==> src/hw/rtl/assert_macros.svh <==
// Assertion macros shared by the RTL of the sensor batch statistics block.
// Each macro expands to one labeled concurrent assertion on clk / arst_n.
`ifndef ASSERT_MACROS_SVH
`define ASSERT_MACROS_SVH

// Implication checked at every rising clock edge outside reset.
`define SBS_ASSERT_IMP(lbl, ante, cons) \
	lbl: assert property (@(posedge clk) disable iff (!arst_n) (ante) |-> (cons)) \
		else $error("assertion failed");

// Next-cycle implication.
`define SBS_ASSERT_NEXT(lbl, ante, cons) \
	lbl: assert property (@(posedge clk) disable iff (!arst_n) (ante) |=> (cons)) \
		else $error("assertion failed");

`endif

==> src/hw/rtl/sbs_ram.sv <==
// Generic single-port-write, single-read RAM with registered read data.
// No dependencies.
`timescale 1ns / 1ps
`default_nettype none
module sbs_ram #(
	parameter int unsigned Width = 8,
	parameter int unsigned Depth = 16
) (
	input  wire logic                     clk,
	input  wire logic                     we,
	input  wire logic [$clog2(Depth)-1:0] waddr,
	input  wire logic [Width-1:0]         wdata,
	input  wire logic [$clog2(Depth)-1:0] raddr,
	output logic [Width-1:0]              rdata
);
	logic [Width-1:0] mem_q [Depth];
	always_ff @(posedge clk) begin
		if (we) mem_q[waddr] <= wdata;
		rdata <= mem_q[raddr];
	end
endmodule
`default_nettype wire

==> config.mk <==
export PLATFORM = sky130hd
export DESIGN_NAME = sbs_ram
export DESIGN_NICKNAME = d
export VERILOG_FILES = /design/src/hw/rtl/assert_macros.svh /design/src/hw/rtl/sbs_ram.sv
export SDC_FILE = /design/constraint.sdc
export NUM_CORES = 1
export LEC_CHECK = 0
export ABC_AREA = 0
export BUFFER_PORTS_ARGS = -buffer_cell sky130_fd_sc_hd__buf_2
export CAP_MARGIN = 15
export CORE_MARGIN = 4
export CORE_UTILIZATION = 60
export CTS_CLUSTER_DIAMETER = 120
export DETAILED_ROUTE_END_ITERATION = 10
export PLACE_DENSITY = 0.78
export REMOVE_ABC_BUFFERS = 1
export SYNTH_ARGS = -nofsm -noshare
export SYNTH_HDL_FRONTEND = slang
export SYNTH_SLANG_ARGS = --single-unit
==> constraint.sdc <==
create_clock -name clk -period 2.6 [get_ports clk]
set_clock_uncertainty 0.05 [all_clocks]
set_input_delay 0.52 -clock clk [delete_from_list [all_inputs] [get_ports clk]]
set_output_delay 0.52 -clock clk [all_outputs]
set_load 0.01 [all_outputs]
# Word-level counts from Yosys, hierarchy flattened

Memories as Yosys holds them, arrays and structs flattened. A register that Yosys moved wholly into a read port is not among the register bits.
Index checks and enable logic that the tools add are counted.

Register bits after elaboration: 0
Bits in writable memories: 128
Input port bits: 18
Output and inout port bits: 8
Logic and storage cells: 3
Memories: 1

Memories:

| memory | depth | width | read ports | clocked after memory_dff | write ports | line          | RTL |
|---|---|---|---|---|---|---|---|
| mem_q  | 16    | 8     | 1          | 1                        | 1           | sbs_ram.sv:16 | `logic [Width-1:0] mem_q [Depth];` |

Multiplexer cells: 2

Operator list:

| cell    | number |
|---|---|
| $mux W1 | 2 |

# Logic depth before layout (Yosys ltp)

Depth after elaboration: 2
Mapped depth: 5
Depth with buffers taken out: 3

# Least setup slack after synthesis

No wires, ideal clock.

Path type: input-to-reg
From: input waddr[2]
To: memory mem_q[0][0], enable pin
Library setup time: 0.383 ns
Arrival time: 1.630 ns
Required time: 2.167 ns
Setup slack: 0.537 ns
Cell stages on the path: 2
Buffers on the path: 0
Cell sequence: or3b_2 nor3_1

RTL lines:

| element         | line          | RTL |
|---|---|---|
| start, declared | sbs_ram.sv:11 | `input wire logic [$clog2(Depth)-1:0] waddr,` |
| end, declared   | sbs_ram.sv:16 |  |

Straight into the memory's write port.

# Final worst setup path

From: input waddr[2]
To: memory mem_q[1][2], enable pin

Straight into the memory's write port.

==> flow_summary.json <==
{
  "status": "completed",
  "cp.arrival_ps": 1710,
  "hold_violations": 0,
  "tightest_slew_ps": 777.3,
  "antenna_left": 0,
  "power_density_nw_per_um2": 825.9,
  "track_usage": 0.2129,
  "synth_top_area_cell": "edfxtp_1",
  "tns_ps": 0,
  "layout_commonest_cell": "edfxtp_1",
  "endpoint_kind": "flop",
  "clock_latency_ps": 520,
  "vias_per_cell": 6.249,
  "cp_max_fo": 8,
  "coreArea_um2": 8299,
  "synthMuxAreaShare": 0.1502,
  "crit_type": "in2reg",
  "holdCritPathClass": "in2reg",
  "io_pins": 26,
  "rsz0062_at_grt": "false",
  "first_pass_iters": 6,
  "antenna_found_initial": 0,
  "grt_pass1_wl_um": 15060,
  "clk_path_buf_depth": 2,
  "maxSlewHeadroom": 0.4807,
  "fin_nets": 302,
  "setup_violations": 0,
  "fmax_mhz": 614.5,
  "final-max-slew-violation-count": 0,
  "yosysTopAreaCellShare": 0.7467,
  "yosys.area_share.adder": 0,
  "vias": 2512,
  "cts_inserted_buffers": 17,
  "synth_xor_xnor_area_share": 0,
  "gp_congestion": 0.7430,
  "fillers": 442,
  "fin_crit_ps": 1627,
  "die_area_um2": 10130,
  "finalCritPeriodShare": 0.6259,
  "die_y_um": 100.6,
  "final_util": 0.7336,
  "post_cts_buffers": 0,
  "synth.cell_area_um2": 5147,
  "synth-compound-area-share": 0.02333,
  "crit_required_ps": 2690,
  "htree_levels": 4,
  "synth_top_family_by_area": "multiplexers",
  "clock_sinks": 136,
  "synth_cells": 229,
  "ys_seq_elements": 136,
  "post_cts_resized": 0,
  "die_w_um": 100.6,
  "drt-total-wl_um": 9837,
  "initial_core_util": 0.6202,
  "clk_pin_slew_ps": 60,
  "cts_tree": "built",
  "gr-total-overflow": 0,
  "ys_seq_area_frac": 0.7778,
  "syn_to_final_growth_pct": 18.28,
  "cp_num_buf_inv": 1,
  "final_cell_mix": "edfxtp_1 (128), buf_2 (25), buf_4 (19), mux4_2 (18)",
  "cellLeakagePower_nw": 2.092,
  "hpwl_um": 5818,
  "max-cap-violations": 0,
  "rows": 33,
  "postCtsHoldBufs": 0,
  "fin_area_um2": 6088,
  "synthTopCellsByArea": "edfxtp_1 (75%), mux4_2 (7.9%), mux4_1 (7.1%)",
  "drtIter0Drc": 171,
  "multi_input_area_um2": 1057,
  "p_total_w": 0.005028,
  "port_buffers": 25,
  "startpoint_type": "primary input",
  "detail_route.wl_per_cell_um": 24.47,
  "post_dp_cell_area_um2": 5500,
  "synthDistinctLibCells": 19,
  "n_antenna_cell": 0,
  "drive_above_1_share": 0.3199,
  "root_buffer": "clkbuf_8",
  "grt_max_degree": 33,
  "seq_area_um2": 4004,
  "crit_chain": "buf_2, or3b_2, nor2_1",
  "avgSynthCellArea_um2": 22.48,
  "drc": 0,
  "yosys_warnings": 0,
  "vdd_drop_max_uv": 473.9,
  "max_stage_delay_ps": 570,
  "path_delay_family": "simple AND/OR/NAND/NOR gates",
  "grt_pass1_vias": 2544,
  "yosys.area_share.simple": 0.03184,
  "slowest_stage": "nor2_1",
  "r2r_slack_ps": 1140
}
-- cells in the mapped netlist --
| cell | n |
|---|---|
| edfxtp_1 | 128 |
| mux4_2 | 18 |
| a22oi_1 | 16 |
| mux4_1 | 14 |
| nor2_1 | 13 |
| nand2_1 | 9 |
| dfxtp_1 | 8 |
| nor3_1 | 4 |
| buf_2 | 3 |
| buf_6 | 3 |
| clkdlybuf4s25_2 | 3 |
| nand2b_1 | 2 |
| nand3b_1 | 2 |
| and2_1 | 1 |
| and2b_1 | 1 |
| buf_4 | 1 |
| nand3_1 | 1 |
| nor2b_1 | 1 |
| or3b_2 | 1 |
-- layer usage --
metal	vias to the layer above	part of all wire	GRT usage
met5	-	0	0
met4	0	0.0090	0.07358
met3	17	0.093	0.06159
met2	132	0.50	0.3170
met1	1282	0.40	0.3073
li1	1081	-	-
-- cell families (layout without fill, tap and decap cells) --
family,after synthesis,count (layout)
buf+inv,10,78
compound gates,16,16
flops,136,136
simple gates,35,35
mux,32,32
-- cell type report --
cell class	count	area share
clock inverters	12	0.02507
clock buffers	20	0.07152
well taps	105	0.02158
flip-flops and latches	136	0.6576
multi-input cells	83	0.1737
repair buffers	46	0.05055
-- registers in the layout, indices dropped and copies added, names as in the netlist --
name / count
mem_q: 128
rdata: 8
-- path summary, 6_finish.rpt --
path / start / to / cells past startpoint
setup / recovery: waddr[2] / mem_q[1][2] / 3
hold / removal: wdata[6] / mem_q[5][6] / 1
setup reg to reg: mem_q[2][6] / rdata[6] / 3
hold reg to reg: mem_q[14][5] / rdata[5] / 3
-- power breakdown --
group | internal (W) | switching [W] | total (W) | leakage [nW]
clock network | 0.00148 | 0.000850 | 0.00233 | 0.277
registers | 0.00245 | 0.0000150 | 0.00247 | 1.22
logic | 0.0000985 | 0.000132 | 0.000230 | 0.592
-- stage by stage --
stage / cells / hold slack (ps) / worst slack, ps
after floorplan: 219 / 568.9 / 537.1
after global placement: 370 / 600.8 / 503.1
after detailed placement: 370 / 608.2 / 503.3
after CTS: 402 / 325.3 / 977.0
after global routing: 402 / 341.4 / 894.9
final: 402 / 329.7 / 972.6
(Power assumes the default switching activity.)
