**config.mk**
```make
export PLATFORM = sky130hd
export DESIGN_NAME = sbs_div
export DESIGN_NICKNAME = d
export VERILOG_FILES = /design/src/hw/rtl/sbs_pkg.sv /design/src/hw/rtl/sbs_div.sv
export VERILOG_INCLUDE_DIRS = /design/src /design/src/hw/rtl
export SDC_FILE = /design/constraint.sdc
export NUM_CORES = 1
export LEC_CHECK = 0
export ABC_AREA = 1
export BUFFER_PORTS_ARGS = -buffer_cell sky130_fd_sc_hd__buf_2
export CAP_MARGIN = 20
export CORE_MARGIN = 2
export CORE_UTILIZATION = 23
export CTS_CLUSTER_DIAMETER = 50
export CTS_CLUSTER_SIZE = 40
export DETAILED_ROUTE_END_ITERATION = 7
export HOLD_SLACK_MARGIN = 0.03
export PLACE_DENSITY = 0.44
export SYNTH_ARGS = -nofsm -noshare
export SYNTH_HDL_FRONTEND = slang
export SYNTH_SLANG_ARGS = --single-unit
```
**constraint.sdc**
```tcl
create_clock -name clk -period 6.55 [get_ports clk]
set_input_delay 0.3275 -clock clk [delete_from_list [all_inputs] [get_ports clk]]
set_output_delay 0.3275 -clock clk [all_outputs]
set_load 0.005 [all_outputs]
```
**src/hw/rtl/assert_macros.svh**
```systemverilog
// Assertion macros shared by the RTL of the sensor batch statistics block.
// Each macro expands to one labeled concurrent assertion on clk / arst_n.
`ifndef ASSERT_MACROS_SVH
`define ASSERT_MACROS_SVH

// Implication checked at every rising clock edge outside reset.
`define SBS_ASSERT_IMP(lbl, ante, cons) \
	lbl: assert property (@(posedge clk) disable iff (!arst_n) (ante) |-> (cons)) \
		else $error("assertion failed");

// Next-cycle implication.
`define SBS_ASSERT_NEXT(lbl, ante, cons) \
	lbl: assert property (@(posedge clk) disable iff (!arst_n) (ante) |=> (cons)) \
		else $error("assertion failed");

`endif

```
**src/hw/rtl/sbs_pkg.sv**
```systemverilog
// Package of the sensor batch statistics block: widths, register indexes,
// the divider request type. Used by sbs_div and sensor_batch_statistics.
`timescale 1ns / 1ps
`default_nettype none
package sbs_pkg;
	localparam int unsigned CfgIdxW = 2;
	localparam logic [CfgIdxW-1:0] REG_BATCH_SIZE = 2'd0;
	localparam logic [CfgIdxW-1:0] REG_TEMP_LIMIT = 2'd1;
	localparam logic [CfgIdxW-1:0] REG_PRESS_LIMIT = 2'd2;
	localparam logic [CfgIdxW-1:0] REG_VIB_LIMIT = 2'd3;
	localparam int unsigned CfgW = 15;

	localparam int unsigned DivW = 64;   // dividend magnitude width
	localparam int unsigned DvsW = 33;   // divisor width

	// one accumulator entry: count, temp sum, pressure max, vibration sum, energy sum
	typedef struct packed {
		logic [7:0]         cnt;
		logic signed [23:0] tsum;
		logic [13:0]        pmax;
		logic [18:0]        vsum;
		logic signed [39:0] esum;
	} acc_t;
	localparam int unsigned AccW = $bits(acc_t);

	typedef struct packed {
		logic                   start;
		logic signed [DivW-1:0] num;
		logic [DvsW-1:0]        den;
	} div_req_t;
endpackage
`default_nettype wire

```
**src/hw/rtl/sbs_div.sv**
```systemverilog
// Iterative signed divider, one quotient bit per cycle, truncating toward zero.
// Depends on sbs_pkg and assert_macros.svh.
`timescale 1ns / 1ps
`default_nettype none
`include "assert_macros.svh"
module sbs_div import sbs_pkg::*; (
	input  wire logic           clk,
	input  wire logic           arst_n,
	input  wire div_req_t       req,
	output logic                busy,
	output logic                done,
	output logic signed [DivW-1:0] quo
);
	localparam int unsigned CntW = $clog2(DivW + 1);
	logic [DivW-1:0] q_q;
	logic [DvsW:0]   r_q;
	logic [DvsW-1:0] d_q;
	logic            neg_q;
	logic [CntW-1:0] cnt_q;
	logic [DvsW:0]   trial;
	logic [DvsW:0]   diff;

	assign trial = {r_q[DvsW-1:0], q_q[DivW-1]};
	assign diff  = trial - {1'b0, d_q};

	always_ff @(posedge clk or negedge arst_n) begin
		if (!arst_n) begin
			busy  <= 1'b0;
			done  <= 1'b0;
			cnt_q <= '0;
		end else begin
			done <= 1'b0;
			if (req.start) begin
				busy  <= 1'b1;
				cnt_q <= CntW'(DivW);
			end else if (busy) begin
				cnt_q <= cnt_q - 1'b1;
				if (cnt_q == CntW'(1)) begin
					busy <= 1'b0;
					done <= 1'b1;
				end
			end
		end
	end

	always_ff @(posedge clk) begin
		if (req.start) begin
			q_q   <= req.num[DivW-1] ? DivW'(-req.num) : req.num;
			neg_q <= req.num[DivW-1];
			r_q   <= '0;
			d_q   <= req.den;
		end else if (busy) begin
			if (!diff[DvsW]) begin
				r_q <= diff;
				q_q <= {q_q[DivW-2:0], 1'b1};
			end else begin
				r_q <= trial;
				q_q <= {q_q[DivW-2:0], 1'b0};
			end
		end
	end

	assign quo = neg_q ? -$signed(q_q) : $signed(q_q);

	`SBS_ASSERT_NEXT(a_done_ends_busy, done, !busy)
	`SBS_ASSERT_IMP(a_no_start_busy, req.start, !busy)
endmodule
`default_nettype wire

```
Yosys cells after proc, flatten, opt, wreduce, memory -nomap -nowiden. Index checks and enable logic that the tools add are counted.

Word-level logic and storage cells: 27. Output and inout bits: 66. Register bits: 140. Input port bits: 100.

Reductions and logical operators: 1. Equal/unequal tests: 1. Add/subtract/negate cells: 4. Muxes and demuxes: 14.

Operators by type and width (number): 2-to-1 mux 64 bit (4); negation 64 bit (2); subtractor 34 x 33 -> 34 bit (1); 2-to-1 mux 33 bit (1); 2-to-1 mux 7 bit (2); equality test 7 x 1 -> 1 bit, second input constant (1); 2-to-1 mux 1 bit (7); subtractor 7 x 1 -> 7 bit, second input constant (1); nonzero test 2 bit (1).

Logic depth before layout (Yosys ltp). Gate-level depths: netlist of the first run.

Word-level depth: 4. Depth in mapped cells: 18. Depth with buffers taken out: 18.

Worst setup path before layout of the first run. OpenSTA, ideal clock, no wires.

Kind: input to register. From: input req[97] (netlist name). To: register q_q[0] (enable). Path buffers: 1. Required time: 6131 ps. Arrival: 2024 ps. Setup time: 419 ps. Slack: 4107 ps. Stages: 3. Cells stage by stage: clkbuf_1 > nor2_1 > inv_1.

Cells in the longest elaborated chain, start to end: 1.

Ends and longest elaborated chain: start: declaration (RTL line sbs_div.sv:9) `input wire div_req_t req,`; nonzero test 2 bit (no line); end signal: assignment (RTL line sbs_div.sv:48) `q_q <= req.num[DivW-1] ? DivW'(-req.num) : req.num;`; end signal: assignment (RTL line sbs_div.sv:55) `q_q <= {q_q[DivW-2:0], 1'b1};`; end signal: assignment (RTL line sbs_div.sv:58) `q_q <= {q_q[DivW-2:0], 1'b0};`; end: declaration (RTL line sbs_div.sv:15) `logic [DivW-1:0] q_q;`.

Every way passes these cells. A chain may end at the register's enable or synchronous reset.

Worst setup path in the final report of the first run.
From: register q_q[1]. To: output quo[52].

Cells in the longest elaborated chain, start to end: 2.

Ends and longest elaborated chain: negation 64 bit (RTL line sbs_div.sv:63) `assign quo = neg_q ? -$signed(q_q) : $signed(q_q);`; 2-to-1 mux 64 bit (RTL line sbs_div.sv:63); end: declaration (RTL line sbs_div.sv:12) `output logic signed [DivW-1:0] quo`.

Every way passes these cells.

==> results.sh, run 1 <==
export IMPL_status="complete, no violations"
export IMPL_finalSetupTns_ns=0
export IMPL_grt_antenna_before_repair=1
export IMPL_skew_ns=0.0105
export IMPL_grt_overflow=0
export IMPL_dpl_cell_area_um2=14500
export IMPL_placedCellCount=2892
export IMPL_hp_class="in -> reg"
export IMPL_cts_post_setup_buffers_inserted=0
export IMPL_drt_total_wl_um=49000
export IMPL_insertion_delay_ns=0.45
export IMPL_r2r_start="r_q[21]$_SDFFE_PP0P_"
export IMPL_grt_pass1_vias=12800
export IMPL_reg2reg_depth=13
export IMPL_rsz0062_at_grt="no"
export IMPL_synth_ff_latch_count=140
export IMPL_place_gp_congestion=0.977
export IMPL_final_area_um2=15400
export IMPL_die_x_um=241
export IMPL_nFillCells=6407
export IMPL_cts_buffers=17
export IMPL_crit_fanout=4
export IMPL_vias_per_cell=4.47
export IMPL_post_cts_resized=0
export IMPL_maxCapViolations=0
export IMPL_whs_path_depth=1
export IMPL_cts_buffer_depth=2
export IMPL_fin_cells=2954
export IMPL_htree_levels=4
export IMPL_synth_edff_count=98
export IMPL_path_class="reg -> out"
export IMPL_final_layout_size_suffix_gt1_share_pct=13.3
export IMPL_core_um2=55300
export IMPL_powerDensity_nw_per_um2=239
export IMPL_grt_total_usage_pct=16.9
export IMPL_reg2reg_to="r_q[32]$_SDFFE_PP0P_"
export IMPL_synth_flop_cell="edfxtp_1"
export IMPL_cts_root_buf="clkbuf_16"
export IMPL_io_buffers=165
export IMPL_vdd_ir_drop_max_v=0.000200
export IMPL_worst_r2r_setup_slack_ns=3.86
export IMPL_final_max_slew_viol_count=0
export IMPL_fin_crit_sh_pct=51.7
export IMPL_drt_pre_antenna_iters=5
export IMPL_worstHoldStart="req[28]"
export IMPL_worst_pin_slew_ns=0.851
export IMPL_syn_nets=2156
export IMPL_drc=0
export IMPL_fmax_mhz=295
export IMPL_endpoint_kind="output port"
export IMPL_chipHeight_um=241
export IMPL_vias=13200
export IMPL_p_leak_nw=7.48
export IMPL_fin_crit_ns=3.39
export IMPL_syn_instance_count=2018
export IMPL_die_area_um2=58100
export IMPL_layout_commonest_cell="nand2_1"
export IMPL_cts_tree="done"
export IMPL_dp_hpwl_um=39700
export IMPL_cp_arrival_ns=3.06
export IMPL_area_growth_pct=19.1
export IMPL_clkTransAtPathRegs_ns=0.06
export IMPL_syn_avg_cell_area_um2=6.40
export IMPL_io_pins=166
export IMPL_min_delay_worst_endpoint="d_q[28]$_DFFE_PP_"
export IMPL_final_cell_mix="nand2_1, inv_1, nor2_1"
export IMPL_synth_cell_types=48
export IMPL_ant_nets=0
export IMPL_relSlewSlack_pct=43.3
export IMPL_final_util_pct=27.8
export IMPL_async_flop_share_pct=6.43
export IMPL_fin_nets=2329
export IMPL_row_count=86
export IMPL_setup_viol=0
export IMPL_ys_seq_area_share_pct=29.6
export IMPL_grt_max_degree=72
export IMPL_ys_warn_count=0
export IMPL_critical_path_required_ns=6.22
export IMPL_syn_area_um2=12900
export IMPL_final_hold_violation_count=0
export IMPL_cts_sinks=140
export IMPL_drtIter0Drc=789
export IMPL_start_util_pct=23.3
export IMPL_grt_pass1_wl_um=74600
export IMPL_start_kind="flop"
export IMPL_wire_per_inst_um=16.6
## cell usage after synthesis, types with 26 or more instances
| cell | n | share of area (%) |
|---|---|---|
| nand3_1 | 160 | 6.2 |
| o21ai_0 | 85 | 3.3 |
| nand4_1 | 55 | 2.7 |
| nor3_1 | 26 | 1.0 |
| edfxtp_1 | 98 | 23 |
| nor2_1 | 232 | 6.7 |
| dfxtp_1 | 33 | 5.1 |
| inv_1 | 332 | 9.7 |
| ha_1 | 37 | 3.6 |
| xor2_1 | 93 | 6.3 |
| clkbuf_1 | 28 | 0.81 |
| nand2_2 | 26 | 1.3 |
| a21oi_1 | 34 | 1.3 |
| nand2_1 | 611 | 18 |
## logic make-up (layout without fill, tap and decap cells)
kind of cell | count (synthesis) | after routing | synth area share [%]
adder cells (fa/ha/maj) | 38 | 38 | 3.74
buffers and inverters | 385 | 571 | 11.8
AO/OA/AOI/OAI | 158 | 158 | 6.61
flip-flops | 140 | 140 | 29.6
XOR/XNOR | 112 | 112 | 7.60
other | 0 | 2 | 0
AND/OR/NAND/NOR | 1185 | 1185 | 40.6
## flip-flops by register name, summed over array words and instances, names as in the netlist
name	flops
neg_q	1
done	1
cnt_q	7
q_q	64
busy	1
r_q	33
d_q	33
## critical path: stages, from the launching register on
cell and delay, ns:
edfxtp_1 0.43, inv_1 0.12, ha_1 0.25, nand3_1 0.22
nor2_2 0.26, inv_2 0.08, nor2_2 0.16, nand2_1 0.13
nor2_1 0.11, nand3_1 0.08, nand2_1 0.17, o21ai_1 0.20
o21ai_0 0.19, nand2_1 0.07, buf_2 0.12
## metrics by stage
step	worst slack, ns	hold WS [ns]	total power [W]
4_1_cts	3.15	0.0605	0.00372
3_3_place_gp	3.68	0.207	0.00266
5_1_grt	2.93	0.0581	0.00397
6_report	3.16	0.0752	0.00368
2_1_floorplan	4.11	0.0319	0.00223
3_5_place_dp	3.66	0.210	0.00266
## routing by layer
| layer | part of all wire (%) | routed length, um | vias to the layer above | GRT usage, % |
|---|---|---|---|---|
| li1 | - | - | 6763 | - |
| met4 | 2.9 | 1420 | 0 | 5.76 |
| met1 | 45 | 21900 | 6028 | 21.7 |
| met2 | 47 | 23300 | 355 | 29.4 |
| met5 | 0 | 0 | - | 0 |
| met3 | 5.0 | 2470 | 57 | 2.02 |
## report_power, final
| group | total [W] | internal, W | switching [W] |
|---|---|---|---|
| Combinational | 0.00144 | 0.000503 | 0.000936 |
| Clock | 0.00103 | 0.000599 | 0.000427 |
| Sequential | 0.00121 | 0.00109 | 0.000119 |
## worst max-delay path by stage
stage,startpoint,end
after floorplan,req[97],q_q[0]$_DFFE_PP_
after global placement,q_q[0]$_DFFE_PP_,quo[52]
after global routing,q_q[0]$_DFFE_PP_,quo[52]
final,q_q[1]$_DFFE_PP_,quo[52]
after CTS,q_q[1]$_DFFE_PP_,quo[52]
after detailed placement,q_q[1]$_DFFE_PP_,quo[52]
## layout make-up
class	count	area, um^2	area share (%)
clock buffers	18	429	2.79
diodes	2	5.00	0.0325
multi-input cells	1493	7570	49.2
clock inverters	14	170	1.11
flip-flops and latches	140	3830	24.9
inverters	337	1260	8.22
well taps	748	936	6.08
repair buffers	202	1180	7.65
## what timing repair did
item,4_1_cts,5_1_grt
hold endpoints to repair,36,0
hold buffers,28,0
endpoints found under the setup margin,0,0
(Power assumes the default switching activity.)
==> run 2, diff against run 1 <==
- PLACE_DENSITY: 0.44 -> 0.45
- clock period: 6.55 -> 3.02 ns (I/O delays scaled with it)
==> results.sh, run 2 (synthesis gave the netlist of run 1 again) <==
export IMPL_fin_nets=2354
export IMPL_start_kind="flop"
export IMPL_grt_total_usage_pct=17.5
export IMPL_layout_commonest_cell="nand2_1"
export IMPL_cts_root_buf="clkbuf_16"
export IMPL_worst_pin_slew_ns=0.695
export IMPL_vdd_ir_drop_max_v=0.000434
export IMPL_largest_register_ffs=64
export IMPL_cts_sinks=140
export IMPL_p_leak_nw=7.58
export IMPL_path_class="reg -> out"
export IMPL_wire_per_inst_um=16.8
export IMPL_hp_class="in -> reg"
export IMPL_final_cell_mix="nand2_1, inv_1, nor2_1"
export IMPL_path_cells="inv_1 -> nand4_1 -> nor2_1 -> nand2_1 -> nor2_1 -> nand4_1 -> xor2_1 -> nand2_1 -> o21ai_0 -> buf_2"
export IMPL_vias=13300
export IMPL_place_gp_congestion=0.915
export IMPL_core_um2=55300
export IMPL_final_layout_size_suffix_gt1_share_pct=14.4
export IMPL_chipHeight_um=241
export IMPL_grt_max_degree=57
export IMPL_vias_per_cell=4.45
export IMPL_powerDensity_nw_per_um2=509
export IMPL_cts_tree="done"
export IMPL_crit_slowest_cell="edfxtp_1"
export IMPL_busiest_layer="met2"
export IMPL_htree_levels=4
export IMPL_finalSetupTns_ns=0
export IMPL_fin_cells=2979
export IMPL_drt_pre_antenna_iters=6
export IMPL_dp_hpwl_um=40900
export IMPL_die_x_um=241
export IMPL_cp_arrival_ns=2.82
export IMPL_io_pins=166
export IMPL_regArea_um2=3830
export IMPL_row_count=86
export IMPL_final_max_slew_viol_count=0
export IMPL_grt_use_met1_pct=21.2
export IMPL_fin_crit_sh_pct=98.4
export IMPL_die_area_um2=58100
export IMPL_grt_antenna_before_repair=2
export IMPL_drc=0
export IMPL_final_hold_violation_count=0
export IMPL_place_ws_ns=0.491
export IMPL_placedCellCount=2903
export IMPL_nFillCells=6370
export IMPL_insertion_delay_ns=0.49
export IMPL_status="complete, no violations"
export IMPL_met2_usage_pct=30.3
export IMPL_drt_total_wl_um=50000
export IMPL_met3_usage_pct=3.52
export IMPL_endpoint_kind="output port"
export IMPL_holdWs_ns=0.0685
export IMPL_setup_viol=0
export IMPL_start_util_pct=23.3
export IMPL_relSlewSlack_pct=53.6
export IMPL_cts_buffers=17
export IMPL_rsz0062_at_grt="yes"
export IMPL_setup_slack_ns=0.0484
export IMPL_critical_path_required_ns=2.87
export IMPL_crit_fanout=6
export IMPL_grt_pass1_wl_um=75000
export IMPL_max_stage_delay_ns=0.44
export IMPL_clkTransAtPathRegs_ns=0.07
export IMPL_grt_overflow=0
export IMPL_area_growth_pct=21.3
export IMPL_maxCapViolations=0
export IMPL_biggestRegsByFlops="q_q (64), d_q (33), r_q (33)"
export IMPL_skew_ns=0.0149
export IMPL_grt_pass1_vias=13100
export IMPL_ant_nets=0
export IMPL_fin_crit_ns=2.97
export IMPL_drtIter0Drc=784
export IMPL_multi_input_area_um2=7640
export IMPL_fmax_mhz=337
export IMPL_io_buffers=165
export IMPL_final_util_pct=28.3
export IMPL_top_register="q_q"
export IMPL_cts_buffer_depth=2
[run 2: cell count changes in the layout (fill, tap and decap cells not counted), moves of 3 or more]
cell | before | now
buf_4 | 10 | 22
nor2_1 | 230 | 223
clkinv_4 | 5 | 2
nor2_4 | 1 | 5
dlygate4sd3_1 | 28 | 39
nor2_2 | 12 | 15
[run 2: worst paths after layout]
path	start	slack (ns)	cells past startpoint	to
min in group asynchronous	arst_n	0.64	3	cnt_q[4]$_DFFE_PN0P_
hold reg to reg	r_q[14]$_SDFFE_PP0P_	0.47	2	r_q[14]$_SDFFE_PP0P_
hold / removal	req[33]	0.07	3	q_q[0]$_DFFE_PP_
setup reg to reg	q_q[63]$_DFFE_PP_	0.50	17	r_q[32]$_SDFFE_PP0P_
setup / recovery	q_q[48]$_DFFE_PP_	0.05	10	quo[50]
max in group asynchronous	arst_n	2.07	3	busy$_DFF_PN0_
[run 2: cell type report]
class	instances	area share, %
multi-input combinational	1493	48.8
sequential	140	24.4
tap	748	5.97
clock inverter	14	0.926
inverter	337	8.07
timing repair buffer	227	9.04
antenna	2	0.0319
clock buffer	18	2.74
[run 2: what timing repair did]
action	4_1_cts	5_1_grt
hold buffers	39	0
setup buffers	1	2
setup endpoints to repair	2	18
endpoints found under the hold margin	46	0
pin swaps	1	2
resized for setup	0	19
[run 2: report_power, final]
part / switching [W] / leakage (nW) / internal (W)
sequential: 0.000271 / 1.40 / 0.00236
combinational: 0.00205 / 5.90 / 0.00114
clock: 0.000935 / 0.275 / 0.00121
[run 2: through the flow]
step / power (W) / instance area (um^2)
2_1_floorplan: 0.00483 / 12900
3_3_place_gp: 0.00581 / 14600
3_5_place_dp: 0.00581 / 14600
4_1_cts: 0.00808 / 15600
5_1_grt: 0.00862 / 15700
6_report: 0.00797 / 15700
[run 2: metal layers]
layer / vias to the layer above / routed length (um)
met5: - / 12
met4: 2 / 1660
met3: 62 / 2380
met2: 336 / 23900
met1: 6050 / 22000
li1: 6805 / -
[run 2: worst max-delay path, delay by kind of cell (launching register included)]
family / cells / cell delay (ns)
AOI/OAI and AO/OA: 1 / 0.12
and+or+nand+nor: 6 / 1.10
DFF: 1 / 0.44
buffers and inverters: 2 / 0.42
xor gates and xnor gates: 1 / 0.25
==> run 3, diff against run 2 <==
- ABC_AREA: 1 -> default
- PLACE_DENSITY: 0.45 -> 0.46
==> results.sh, run 3 <==
export IMPL_insertion_delay_ns=0.45
export IMPL_chipHeight_um=212
export IMPL_final_layout_size_suffix_gt1_share_pct=32.9
export IMPL_ys_warn_count=0
export IMPL_setup_slack_ns=-0.818
export IMPL_syn_avg_cell_area_um2=9.00
export IMPL_yosysMostFrequentCell="nor2_1"
export IMPL_ys_seq_area_share_pct=38.6
export IMPL_violations="setup timing"
export IMPL_final_util_pct=33.3
export IMPL_r2r_start="d_q[28]$_DFFE_PP_"
export IMPL_grt_antenna_before_repair=4
export IMPL_grt_pass1_vias=9061
export IMPL_start_util_pct=23.2
export IMPL_clkTransAtPathRegs_ns=0.06
export IMPL_dp_hpwl_um=23400
export IMPL_largest_register_ffs=64
export IMPL_die_area_um2=44800
export IMPL_worst_pin_slew_ns=0.942
export IMPL_vdd_ir_drop_max_v=0.000371
export IMPL_drc=0
export IMPL_synth_ff_latch_count=140
export IMPL_holdWs_ns=0.102
export IMPL_reg2reg_depth=12
export IMPL_worst_r2r_setup_slack_ns=0.15
export IMPL_skew_ns=0.00887
export IMPL_final_cell_mix="buf_2, buf_4, nor2_1"
export IMPL_area_growth_pct=43.8
export IMPL_grt_max_degree=130
export IMPL_yosysTopAreaCellShare_pct=29.7
export IMPL_synth_flop_cell="edfxtp_1"
export IMPL_layout_commonest_cell="buf_2"
export IMPL_start_kind="flop"
export IMPL_die_x_um=212
export IMPL_hp_class="in -> async"
export IMPL_relSlewSlack_pct=37.2
export IMPL_drt_total_wl_um=31700
export IMPL_fmax_mhz=261
export IMPL_row_count=76
export IMPL_syn_area_um2=9920
export IMPL_yosysTopAreaCell="edfxtp_1"
export IMPL_ant_nets=0
export IMPL_yosys_top_cells_area="edfxtp_1, xnor2_1, xor2_1"
export IMPL_drtIter0Drc=538
export IMPL_startpoint="q_q[29]$_DFFE_PP_"
export IMPL_yosys_top_cells_count="nor2_1, a21oi_1, edfxtp_1"
export IMPL_powerDensity_nw_per_um2=629
export IMPL_place_ws_ns=-0.366
export IMPL_fin_crit_sh_pct=127
export IMPL_cts_sinks=140
export IMPL_maxCapViolations=0
export IMPL_path_class="reg -> out"
export IMPL_p_leak_nw=5.81
export IMPL_drt_pre_antenna_iters=5
export IMPL_synth_cell_types=65
export IMPL_top_register="q_q"
export IMPL_reg2reg_to="r_q[11]$_SDFFE_PP0P_"
export IMPL_cts_tree="done"
export IMPL_cts_buffers=17
export IMPL_busiest_layer="met2"
export IMPL_cp_arrival_ns=3.69
export IMPL_place_gp_congestion=0.832
export IMPL_met2_usage_pct=23.3
export IMPL_grt_overflow=0
export IMPL_io_pins=166
export IMPL_core_um2=42800
export IMPL_grt_use_met1_pct=18.2
export IMPL_endpoint_kind="output port"
export IMPL_vias_per_cell=4.68
export IMPL_critical_path_required_ns=2.87
export IMPL_placedCellCount=1901
export IMPL_biggestRegsByFlops="q_q (64), d_q (33), r_q (33)"
export IMPL_grt_total_usage_pct=14.0
export IMPL_wire_per_inst_um=15.9
export IMPL_crit_fanout=6
export IMPL_htree_levels=4
export IMPL_met3_usage_pct=3.41
export IMPL_cts_buffer_depth=2
export IMPL_setup_viol=44
export IMPL_power_w=0.00896
export IMPL_fin_nets=1568
export IMPL_fin_cells=1990
export IMPL_io_buffers=165
export IMPL_syn_instance_count=1102
export IMPL_synth_edff_count=98
export IMPL_final_max_slew_viol_count=0
export IMPL_cts_root_buf="clkbuf_16"
export IMPL_grt_pass1_wl_um=49300
export IMPL_final_hold_violation_count=0
export IMPL_async_flop_share_pct=6.43
export IMPL_rsz0062_at_grt="yes"
export IMPL_syn_nets=1240
export IMPL_vias=9322
export IMPL_fin_crit_ns=3.84
export IMPL_status="complete, but fails checks"
-- run 3: cell types whose count changed after synthesis, sizes merged, moves of 52 or more --
| cell | previous run | this run |
|---|---|---|
| nand2 | 644 | 62 |
| inv | 336 | 45 |
| nand3 | 183 | 12 |
| nor2 | 244 | 130 |
| a21oi | 35 | 99 |
| xnor2 | 19 | 79 |
| nand4 | 56 | 4 |
-- run 3: layout make-up --
| cell class | count | area (um^2) |
|---|---|---|
| clock buffer | 20 | 447 |
| sequential | 140 | 3830 |
| clock inverter | 12 | 146 |
| multi-input combinational | 859 | 6380 |
| inverter | 45 | 169 |
| tap | 546 | 683 |
| fill | 4437 | 28500 |
| timing repair buffer | 367 | 2600 |
| antenna | 1 | 2.50 |
-- run 3: kinds of logic after synthesis --
kind of cell,after synthesis,share of synthesized area [%]
buffers and inverters,103,4.05
AOI/OAI and AO/OA,322,20.7
adders and majority gates,38,4.87
DFF,140,38.6
and+or+nand+nor,328,16.4
muxes,15,1.53
xor gates and xnor gates,156,13.8
-- run 3: repair_timing --
item	in CTS	in global routing
gates resized for setup	73	70
hold buffers	35	0
setup buffers	5	17
pin swaps	13	34
gates cloned	0	1
hold endpoints to repair	43	0
setup endpoints to repair	47	77
-- run 3: how the worst max path moves through the flow --
| stage | to | cells past startpoint |
|---|---|---|
| 2_1_floorplan | quo[58] | 10 |
| 3_3_place_gp | quo[55] | 10 |
| 3_5_place_dp | quo[55] | 10 |
| 4_1_cts | quo[58] | 10 |
| 5_1_grt | quo[55] | 10 |
| 6_report | quo[57] | 11 |
-- run 3: worst max-delay path: stages (launching register included) --
cell	delay (ns)
edfxtp_1	0.38
or3_4	0.40
or3_4	0.34
or3_4	0.33
or3_4	0.33
or3_4	0.34
or3_4	0.35
buf_12	0.15
buf_6	0.14
o31ai_4	0.19
xnor2_1	0.14
buf_2	0.13
-- run 3: layer usage --
metal / vias to the layer above / wire length (um)
met5: - / 43
met4: 6 / 361
met3: 29 / 1280
met2: 157 / 15400
met1: 4435 / 14600
li1: 4695 / -
-- run 3: report_power, final --
group / switching [W] / total [W] / internal [W] / leakage [nW]
Clock: 0.000857 / 0.00217 / 0.00131 / 0.287
Combinational: 0.00201 / 0.00396 / 0.00195 / 4.16
Sequential: 0.000357 / 0.00283 / 0.00248 / 1.36
-- run 3: metrics by stage --
| stage | cell area [um^2] | TNS (ns) |
|---|---|---|
| 2_1_floorplan | 10000 | -2.75 |
| 3_3_place_gp | 12500 | -9.32 |
| 3_5_place_dp | 12500 | -9.62 |
| 4_1_cts | 13800 | -17.65 |
| 5_1_grt | 14300 | -23.06 |
| 6_report | 14300 | -17.84 |
